$ cat config.mk
export PLATFORM = sky130hd
export DESIGN_NAME = frame_pacing_throttle
export DESIGN_NICKNAME = d
export VERILOG_FILES = /design/src/design/fpt_pkg.sv /design/src/design/fpt_core.sv /design/src/design/frame_pacing_throttle.sv
export SDC_FILE = /design/constraint.sdc
export NUM_CORES = 2
export LEC_CHECK = 0
export ABC_AREA = 1
export ABC_CLOCK_PERIOD_IN_PS = 44400
export CAP_MARGIN = 0
export CELL_PAD_IN_SITES_DETAIL_PLACEMENT = 0
export CELL_PAD_IN_SITES_GLOBAL_PLACEMENT = 1
export CORE_ASPECT_RATIO = 0.7
export CORE_MARGIN = 5
export CORE_UTILIZATION = 52
export CTS_BUF_LIST = sky130_fd_sc_hd__clkbuf_4 sky130_fd_sc_hd__clkbuf_8
export DETAILED_ROUTE_END_ITERATION = 8
export DONT_BUFFER_PORTS = 1
export PLACE_DENSITY = 0.83
export SYNTH_ARGS = -nofsm -noshare
export SYNTH_HDL_FRONTEND = slang
export SYNTH_HIERARCHICAL = 1
export SYNTH_SLANG_ARGS = --single-unit
$ cat constraint.sdc
create_clock -name clk -period 44.4 [get_ports clk]
set_clock_uncertainty 0.1 [all_clocks]
set_input_delay 13.32 -clock clk [delete_from_list [all_inputs] [get_ports clk]]
set_output_delay 13.32 -clock clk [all_outputs]
set_load 0.01 [all_outputs]
$ cat src/design/fpt_pkg.sv
`timescale 1ns / 1ps

package fpt_pkg;

  // Field widths
  localparam int unsigned CLOCK_W  = 48;   // 32.16 deadline clock, wraps mod 2^48
  localparam int unsigned PERIOD_W = 47;
  localparam int unsigned AHEAD_W  = 4;
  localparam int unsigned TICK_W   = 32;
  localparam int unsigned LATE_W   = 31;
  localparam int unsigned FRAC_W   = 16;
  localparam int unsigned CFG_IDX_W = 2;
  localparam int unsigned CFG_DATA_W = PERIOD_W;

  // Tick rate covers 1e6 .. 1e9, so 30 bits always hold it
  localparam int unsigned TPS_W = 30;
  localparam int unsigned TICKS_PER_SEC_DEF = 46875000;
  localparam int unsigned MICROS_PER_SEC = 1000000;
  localparam int unsigned MICROS_W = 20;

  localparam logic [PERIOD_W-1:0] PERIOD_RESET = 47'd51539607552;

  typedef enum logic [1:0] {
    CMD_START     = 2'd0,
    CMD_FRAME_END = 2'd1,
    CMD_QUERY     = 2'd2
  } command_e;

  typedef enum logic [1:0] {
    ST_ON_TIME = 2'd0,
    ST_WAIT    = 2'd1,
    ST_LATE    = 2'd2,
    ST_DONE    = 2'd3
  } status_e;

  typedef enum logic [CFG_IDX_W-1:0] {
    CFG_PERIOD = 2'd0,
    CFG_SKIP   = 2'd1,
    CFG_AHEAD  = 2'd2
  } cfg_index_e;

  typedef struct packed {
    logic [1:0]        command;
    logic [TICK_W-1:0] tick_now;
  } item_t;

  typedef struct packed {
    logic [1:0]               status;
    logic [LATE_W-1:0]        late_micros;
    logic [TICK_W-1:0]        wait_until;
    logic signed [TICK_W-1:0] time_left;
    logic [TICK_W-1:0]        frame_length;
  } result_t;

  // Core stage output: result with late_micros still zero, plus lateness in ticks
  typedef struct packed {
    result_t           res;
    logic [LATE_W-1:0] late_ticks;
  } core_out_t;

  // a is before b when (a - b), read as signed, is negative
  function automatic logic tick_before(input logic [TICK_W-1:0] a,
                                       input logic [TICK_W-1:0] b);
    logic [TICK_W-1:0] diff;
    diff = a - b;
    return diff[TICK_W-1];
  endfunction

endpackage

$ cat src/design/fpt_core.sv
`timescale 1ns / 1ps

module fpt_core (
  input  logic [fpt_pkg::CLOCK_W-1:0]  clock_q,
  input  logic [fpt_pkg::PERIOD_W-1:0] period,
  input  logic                         skip,
  input  logic [fpt_pkg::AHEAD_W-1:0]  ahead,
  input  fpt_pkg::item_t               item,
  output logic [fpt_pkg::CLOCK_W-1:0]  clock_next,
  output fpt_pkg::core_out_t           core_out
);
  import fpt_pkg::*;

  logic [CLOCK_W-1:0] advanced;
  logic [CLOCK_W-1:0] resync;
  logic [CLOCK_W-1:0] back;
  logic [CLOCK_W-1:0] target_fx;
  logic [TICK_W-1:0]  prev_tick;
  logic [TICK_W-1:0]  next_tick;
  logic [TICK_W-1:0]  target;
  logic [TICK_W-1:0]  late_diff;
  logic [PERIOD_W+AHEAD_W-1:0] back_full;

  assign advanced  = clock_q + {1'b0, period};
  assign resync    = {item.tick_now, {FRAC_W{1'b0}}};
  assign prev_tick = clock_q[CLOCK_W-1:FRAC_W];
  assign next_tick = advanced[CLOCK_W-1:FRAC_W];
  assign late_diff = item.tick_now - prev_tick;
  // 47 x 4 product: four shifted adds at most
  assign back_full = period * ahead;
  assign back      = back_full[CLOCK_W-1:0];
  assign target_fx = advanced - back;
  assign target    = target_fx[CLOCK_W-1:FRAC_W];

  always_comb begin
    clock_next                    = clock_q;
    core_out.res.status           = ST_DONE;
    core_out.res.late_micros      = '0;
    core_out.res.wait_until       = '0;
    core_out.res.time_left        = '0;
    core_out.res.frame_length     = {1'b0, period[PERIOD_W-1:FRAC_W]};
    core_out.late_ticks           = '0;
    unique case (item.command)
      CMD_START: begin
        clock_next = resync;
      end
      CMD_FRAME_END: begin
        if (!tick_before(item.tick_now, next_tick)) begin
          // late: saturate a negative lateness at zero
          core_out.late_ticks = late_diff[TICK_W-1] ? '0 : late_diff[LATE_W-1:0];
          clock_next          = skip ? advanced : resync;
          core_out.res.status = ST_LATE;
        end else begin
          clock_next = advanced;
          if (tick_before(item.tick_now, target)) begin
            core_out.res.status     = ST_WAIT;
            core_out.res.wait_until = target;
          end else begin
            core_out.res.status = ST_ON_TIME;
          end
        end
      end
      default: begin
        // query, and the spare code behaves the same
        core_out.res.time_left = next_tick - item.tick_now;
      end
    endcase
  end

endmodule

$ cat src/design/frame_pacing_throttle.sv
`timescale 1ns / 1ps

// Channel   Handshake              Payload                    Direction
// item      item_valid/item_stall  command, tick_now          in
// result    result_valid/result_stall  status .. frame_length out
// cfg       cfg_valid/cfg_ready    cfg_index, cfg_data        in
//
// Items pass the input, stage and output registers in order; one item per
// cycle sustained while result_stall is low. The deadline clock updates in
// the cycle an item leaves the input register, so the next item sees it at once.
// The tick-to-microsecond conversion is a three-stage multiply pipeline.
// Reset (rst, synchronous) empties every stage and restores register defaults.
// Stalls collapse bubbles: each stage loads whenever it is empty or draining.
module frame_pacing_throttle #(
  parameter int unsigned TICKS_PER_SEC = fpt_pkg::TICKS_PER_SEC_DEF
) (
  input  logic                           clk,
  input  logic                           rst,
  input  logic                           item_valid,
  output logic                           item_stall,
  input  fpt_pkg::item_t                 item,
  output logic                           result_valid,
  input  logic                           result_stall,
  output fpt_pkg::result_t               result,
  input  logic                           cfg_valid,
  output logic                           cfg_ready,
  input  logic [fpt_pkg::CFG_IDX_W-1:0]  cfg_index,
  input  logic [fpt_pkg::CFG_DATA_W-1:0] cfg_data
);
  import fpt_pkg::*;

  // floor(2^32 * 1e6 / TICKS_PER_SEC); needs 33 bits at the slowest tick rate
  localparam logic [63:0] RECIP_FULL =
    ((64'd1 << 32) * 64'(MICROS_PER_SEC)) / 64'(TICKS_PER_SEC);
  localparam logic [32:0] RECIP = RECIP_FULL[32:0];
  localparam logic [TPS_W-1:0] TPS = TPS_W'(TICKS_PER_SEC);
  localparam int unsigned NUM_W = LATE_W + MICROS_W;
  localparam int unsigned QT_W  = LATE_W + TPS_W;

  // Configuration registers
  logic [PERIOD_W-1:0] frame_period_fx;
  logic                skip_allowed;
  logic [AHEAD_W-1:0]  frames_ahead;

  // Deadline clock state
  logic [CLOCK_W-1:0] deadline_clock;
  logic [CLOCK_W-1:0] clock_next;

  // Stage valids and payloads
  logic v0, v1, v2, v3, v4;
  logic free0, free1, free2, free3, free4;
  item_t             s0_item;
  core_out_t         core_out;
  result_t           s1_res, s2_res, s3_res;
  result_t           result_next;
  logic [LATE_W-1:0] s1_late;
  logic [LATE_W-1:0] s2_q0, s3_q0;
  logic [NUM_W-1:0]  s2_num, s3_num;
  logic [QT_W-1:0]   s3_qt;
  logic [63:0]       prod_full;
  logic [NUM_W-1:0]  num_full;
  logic [QT_W-1:0]   qt_full;
  logic [NUM_W:0]    rem;
  logic [LATE_W-1:0] late_q;
  logic              move01;

  // Register writes; always ready; writes must come only while idle, which the block does not enforce
  assign cfg_ready = 1'b1;

  always_ff @(posedge clk) begin
    if (rst) begin
      frame_period_fx <= PERIOD_RESET;
      skip_allowed    <= 1'b0;
      frames_ahead    <= '0;
    end else if (cfg_valid && cfg_ready) begin
      unique case (cfg_index)
        CFG_PERIOD: frame_period_fx <= cfg_data;
        CFG_SKIP:   skip_allowed    <= cfg_data[0];
        CFG_AHEAD:  frames_ahead    <= cfg_data[AHEAD_W-1:0];
        default: begin
          // drop writes to unknown indexes
        end
      endcase
    end
  end

  // Bubble-collapsing flow control: a stage loads when empty or when its
  // content moves on in the same cycle.
  assign free4 = !v4 || !result_stall;
  assign free3 = !v3 || free4;
  assign free2 = !v2 || free3;
  assign free1 = !v1 || free2;
  assign free0 = !v0 || free1;
  assign item_stall = !free0;
  assign move01 = v0 && free1;

  always_ff @(posedge clk) begin
    if (rst) begin
      v0 <= 1'b0;
      v1 <= 1'b0;
      v2 <= 1'b0;
      v3 <= 1'b0;
      v4 <= 1'b0;
    end else begin
      if (free0) v0 <= item_valid;
      if (free1) v1 <= v0;
      if (free2) v2 <= v1;
      if (free3) v3 <= v2;
      if (free4) v4 <= v3;
    end
  end

  // Input register
  always_ff @(posedge clk) begin
    if (free0) s0_item <= item;
  end

  fpt_core u_core (
    .clock_q    (deadline_clock),
    .period     (frame_period_fx),
    .skip       (skip_allowed),
    .ahead      (frames_ahead),
    .item       (s0_item),
    .clock_next (clock_next),
    .core_out   (core_out)
  );

  // Advance the deadline clock only as an item leaves the input register
  always_ff @(posedge clk) begin
    if (rst) begin
      deadline_clock <= '0;
    end else if (move01) begin
      deadline_clock <= clock_next;
    end
  end

  always_ff @(posedge clk) begin
    if (free1) begin
      s1_res  <= core_out.res;
      s1_late <= core_out.late_ticks;
    end
  end

  // Lateness to microseconds: q0 = (d * RECIP) >> 32 is the true quotient or
  // one below it; the remainder check adds the missing one.
  assign prod_full = {33'b0, s1_late} * {31'b0, RECIP};
  assign num_full  = {{MICROS_W{1'b0}}, s1_late} * NUM_W'(MICROS_PER_SEC);

  always_ff @(posedge clk) begin
    if (free2) begin
      s2_res <= s1_res;
      s2_q0  <= prod_full[32+LATE_W-1:32];
      s2_num <= num_full;
    end
  end

  assign qt_full = {{TPS_W{1'b0}}, s2_q0} * {{LATE_W{1'b0}}, TPS};

  always_ff @(posedge clk) begin
    if (free3) begin
      s3_res <= s2_res;
      s3_q0  <= s2_q0;
      s3_num <= s2_num;
      s3_qt  <= qt_full;
    end
  end

  assign rem    = {1'b0, s3_num} - {1'b0, s3_qt[NUM_W-1:0]};
  assign late_q = (rem >= (NUM_W+1)'(TPS)) ? s3_q0 + 1'b1 : s3_q0;

  // Merge the converted lateness into the result
  always_comb begin
    result_next             = s3_res;
    result_next.late_micros = late_q;
  end

  // Output register
  always_ff @(posedge clk) begin
    if (free4) result <= result_next;
  end

  assign result_valid = v4;

  // Empty pipeline right after reset
  assert property (@(posedge clk) rst |=> !result_valid)
    else $error("result valid right after reset");

  // A start loads the clock from the tick it carried
  assert property (@(posedge clk) disable iff (rst)
    move01 && s0_item.command == CMD_START |=>
      deadline_clock == {$past(s0_item.tick_now), {FRAC_W{1'b0}}})
    else $error("start did not load the deadline clock");

  // Lateness shows only on late results
  assert property (@(posedge clk) disable iff (rst)
    result_valid && result.status != ST_LATE |-> result.late_micros == '0)
    else $error("lateness on a result that is not late");

  // Only a wait result carries a target tick
  assert property (@(posedge clk) disable iff (rst)
    result_valid && result.status != ST_WAIT |-> result.wait_until == '0)
    else $error("wait target on a result that does not wait");

  // The deadline clock holds unless an item leaves the input register
  assert property (@(posedge clk) disable iff (rst)
    !move01 |=> $stable(deadline_clock))
    else $error("deadline clock moved without an item");

endmodule
* Word level (Yosys, flattened, before mapping)
Index checks and enable logic that the tools add are counted.
** Operators by class
- $add $sub $neg :: 8
- Multipliers :: 4
- Div/mod/pow operators :: 0
- $lt $le $gt $ge :: 1
- Eq/ne operators :: 3
- Shifts and indexed selects :: 0
- Multiplexer cells :: 6
- Bitwise logic cells :: 1
- Reductions and logical operators :: 24
** Operators by type and width (number)
- $sub A32 B32 Y32 :: 4
- $mux W48 :: 2
- $pmux W48 S2 :: 1
- $mul A31 B23 Y54 const B :: 1
- $ge A52 B26 Y1 const B :: 1
- $sub A51 B51 Y52 :: 1
- $add A48 B47 Y48 :: 1
- $mul A26 B23 Y48 const B :: 1
- $mul A47 B4 Y48 :: 1
- $sub A48 B48 Y48 :: 1
- $mul A31 B14 Y45 const B :: 1
- $add A26 B1 Y27 const B :: 1
- $mux W26 :: 1
- $reduce_and A2 Y1 :: 5
- $logic_not A1 Y1 :: 7
- $logic_or A1 B1 Y1 :: 5
- $eq A2 B1 Y1 const B :: 2
- $logic_not A2 Y1 :: 2
- $reduce_and A3 Y1 :: 1
- $reduce_or A3 Y1 :: 1
- $eq A2 B2 Y1 const B :: 1
- $mux W1 :: 2
- $reduce_bool A2 Y1 :: 1
- $reduce_or A2 Y1 :: 1
- 2 further kinds :: 2
** Storage, ports and cells
- Bits in registers :: 775
- Bits in latches :: 0
- Bits in writable memories :: 0
- ROM bits :: 0
- Bits of input ports :: 88
- Output and inout bits :: 132
- Logic and storage cells :: 83
- Memories kept :: 0

* Logic depth before layout (Yosys ltp)
- Depth after elaboration :: 7
- Mapped depth :: 37
- Mapped depth without buffers :: 36

* By module
The synthesis kept the hierarchy.
** Modules (own cells, without submodules)
- frame_pacing_throttle :: times used 1, cells an instance 6026, area an instance 60792.1 µm², seq. area each 22311.4 µm²
- fpt_core :: times used 1, cells an instance 2625, area an instance 16554.6 µm², seq. area each 0.0 µm²

* Least setup slack after synthesis
Ideal clock, no wire load.
- Kind :: input port to output port
- From :: input result_stall
- To :: output item_stall
- Arrival :: 27.080 ns
- Required time :: 30.980 ns
- Setup slack :: 3.900 ns
- Stages on the path :: 8
- Path buffers :: 0
- Path through :: nand2_1 -> nor2_1 -> inv_1 -> nor2_1 -> inv_1 -> nor2_1 -> inv_1 -> nor2_1
** On the way
- Longest elaborated chain between the ends :: 7
** RTL lines
- start, declared :: RTL line frame_pacing_throttle.sv:23 : input logic result_stall,
- $logic_not A1 Y1 :: RTL line frame_pacing_throttle.sv:89 : assign free4 = !v4 || !result_stall;
- $logic_or A1 B1 Y1 :: RTL line frame_pacing_throttle.sv:89
- $logic_or A1 B1 Y1 :: RTL line frame_pacing_throttle.sv:90 : assign free3 = !v3 || free4;
- named net free3 :: RTL line frame_pacing_throttle.sv:51 : logic free0, free1, free2, free3, free4;
- $logic_or A1 B1 Y1 :: RTL line frame_pacing_throttle.sv:91 : assign free2 = !v2 || free3;
- named net free2 :: RTL line frame_pacing_throttle.sv:51
- $logic_or A1 B1 Y1 :: RTL line frame_pacing_throttle.sv:92 : assign free1 = !v1 || free2;
- named net free1 :: RTL line frame_pacing_throttle.sv:51
- $logic_or A1 B1 Y1 :: RTL line frame_pacing_throttle.sv:93 : assign free0 = !v0 || free1;
- $logic_not A1 Y1 :: RTL line frame_pacing_throttle.sv:94 : assign item_stall = !free0;
- end, declared :: RTL line frame_pacing_throttle.sv:20 : output logic item_stall,
The timed path passes the listed nets, and every way through them passes these cells.

* Worst setup path in the final report
Same ends and word-level chain as after synthesis.

==> flow_metrics.env <==
export IMPL_grt_pass1_vias=56742
export IMPL_antenna_found_initial=8
export IMPL_crit_start="result_stall"
export IMPL_grt_max_degree=101
export IMPL_grt_total_usage_pct=31.4
export IMPL_die_y_um=332
export IMPL_overflow=0
export IMPL_r2r_slack_ns=33.97
export IMPL_postRouteAntennaNets=0
export IMPL_vias=59082
export IMPL_gp_congestion=1.02
export IMPL_fin_crit_ns=29.08
export IMPL_ctsHoldBuffers=0
export IMPL_dp_hpwl_mm=209
export IMPL_clkTransAtPathRegs_ns=0.06
export IMPL_rr_worst_depth=30
export IMPL_cts_sinks=778
export IMPL_viasPerCell=5.49
export IMPL_wl_met1_mm=122
export IMPL_met2_length_mm=90.8
export IMPL_cp_max_fo=78
export IMPL_cts_max_path_buffers=3
export IMPL_worst_pin_slew_ns=1.34
export IMPL_r2r_start="frame_period_fx[0]"
export IMPL_status="finished clean"
export IMPL_yosysWarnings=6
export IMPL_cts_resized=0
export IMPL_setup_tns_final_ns=0
export IMPL_drv_cap=0
export IMPL_path_class="primary input to output pin"
export IMPL_cts_tree="done"
export IMPL_setup_violations=0
export IMPL_coreArea_mm2=0.148
export IMPL_wl_mm=247
export IMPL_crit_path_start_kind="primary input"
export IMPL_die_area_mm2=0.156
export IMPL_rsz0062_at_grt="no"
export IMPL_period_share_pct=65.5
export IMPL_root_buffer="clkbuf_8"
export IMPL_area_growth_pct=6.33
export IMPL_fmaxAchievable_mhz=34.4
export IMPL_crit_arrival_ns=15.66
export IMPL_die_x_um=470
export IMPL_worstReg2RegEnd="s1_res[95]"
export IMPL_worstHoldPathType="flip-flop to flip-flop"
export IMPL_hold_viol=0
export IMPL_layout_nets=10435
export IMPL_clock_latency_ns=0.91
export IMPL_cts_buffers=119
export IMPL_drt_pass1_iter_count=6
export IMPL_drc=0
export IMPL_wire_per_inst_um=23.0
export IMPL_endpoint="item_stall"
export IMPL_cp_required_ns=30.98
export IMPL_io_buffer_count=0
export IMPL_maxSlewHeadroom_pct=10.1
export IMPL_maxUsedRoutingLayer="met4"
export IMPL_netlist_area_mm2=0.0771
export IMPL_final_common_cell="inv_1"
export IMPL_start_util_pct=52.2
export IMPL_grt_pass1_wl_mm=369
export IMPL_synth_cells=8620
export IMPL_layout_drive_gt1_share_pct=4.65
export IMPL_htreeDepth=3
export IMPL_io_pins=220
export IMPL_num_rows=118
export IMPL_drtIter0Drc=6151
export IMPL_setup_worst_path_end_class="output pin"
export IMPL_drv_slew=0
export IMPL_syn_area_per_cell_um2=8.95
export IMPL_post_cts_setup_buffers=0
export IMPL_layout_common_cells="inv_1 (1935), nand2_1 (1458), ha_1 (915)"
export IMPL_wl_met3_mm=30.3
-- final cells by class --
cell class / count / area [um2]
antenna: 3 / 7.51
tap: 1980 / 2480
sequential: 778 / 22300
fill: 13535 / 65600
clock inverter: 53 / 597
timing repair buffer: 53 / 398
multi-input combinational: 5763 / 46800
inverter: 1960 / 7370
clock buffer: 172 / 2060
-- metal layers --
metal / track usage, % / vias up
li1: - / 27584
met3: 10.5 / 230
met2: 39.9 / 2515
met4: 5.07 / 0
met1: 51.4 / 28753
met5: 0 / -
-- registers in the layout (all words and copies together) (netlist names), 4 cells and up --
signal,cells
s0_item,34
result_next,98
s2_num,45
s1_res,98
s2_q0,26
s3_num,45
s3_qt,48
s1_late,31
result,125
s2_res,98
frame_period_fx,47
frames_ahead,4
deadline_clock,48
s3_q0,25
-- how the worst min path moves through the flow --
| stage | slack, ns | depth (start not counted) | endpoint | start |
|---|---|---|---|---|
| floorplan | 0.30 | 0 | result[0] | result_next[0] |
| global placement | 0.30 | 0 | s2_res[15] | s1_res[15] |
| detailed placement | 0.30 | 0 | result[26] | result_next[26] |
| CTS | 0.21 | 0 | s3_num[18] | s2_num[18] |
| global route | 0.23 | 0 | s3_num[18] | s2_num[18] |
| finish | 0.22 | 0 | s3_num[18] | s2_num[18] |
-- through the flow --
stage	worst slack, ns	hold slack [ns]	instances	util, %	cell area, um2
detailed placement	15.26	0.305	10534	53.7	79300
global placement	15.28	0.301	10534	53.7	79300
global route	15.10	0.226	10761	55.5	82000
finish	15.32	0.224	10762	55.5	82000
floorplan	3.90	0.300	8623	-	77100
CTS	15.25	0.212	10759	55.5	82000
-- worst max-delay path, stage by stage --
cell     delay (ns)
nand2_4        0.14
nor2_1         0.34
inv_8          0.25
nor2_1         0.31
inv_6          0.20
nor2_1         0.34
inv_6          0.30
nor2_1         0.41
Power is not shown: default switching activity piles up to over one toggle a cycle in this logic, so the estimate is an artifact.
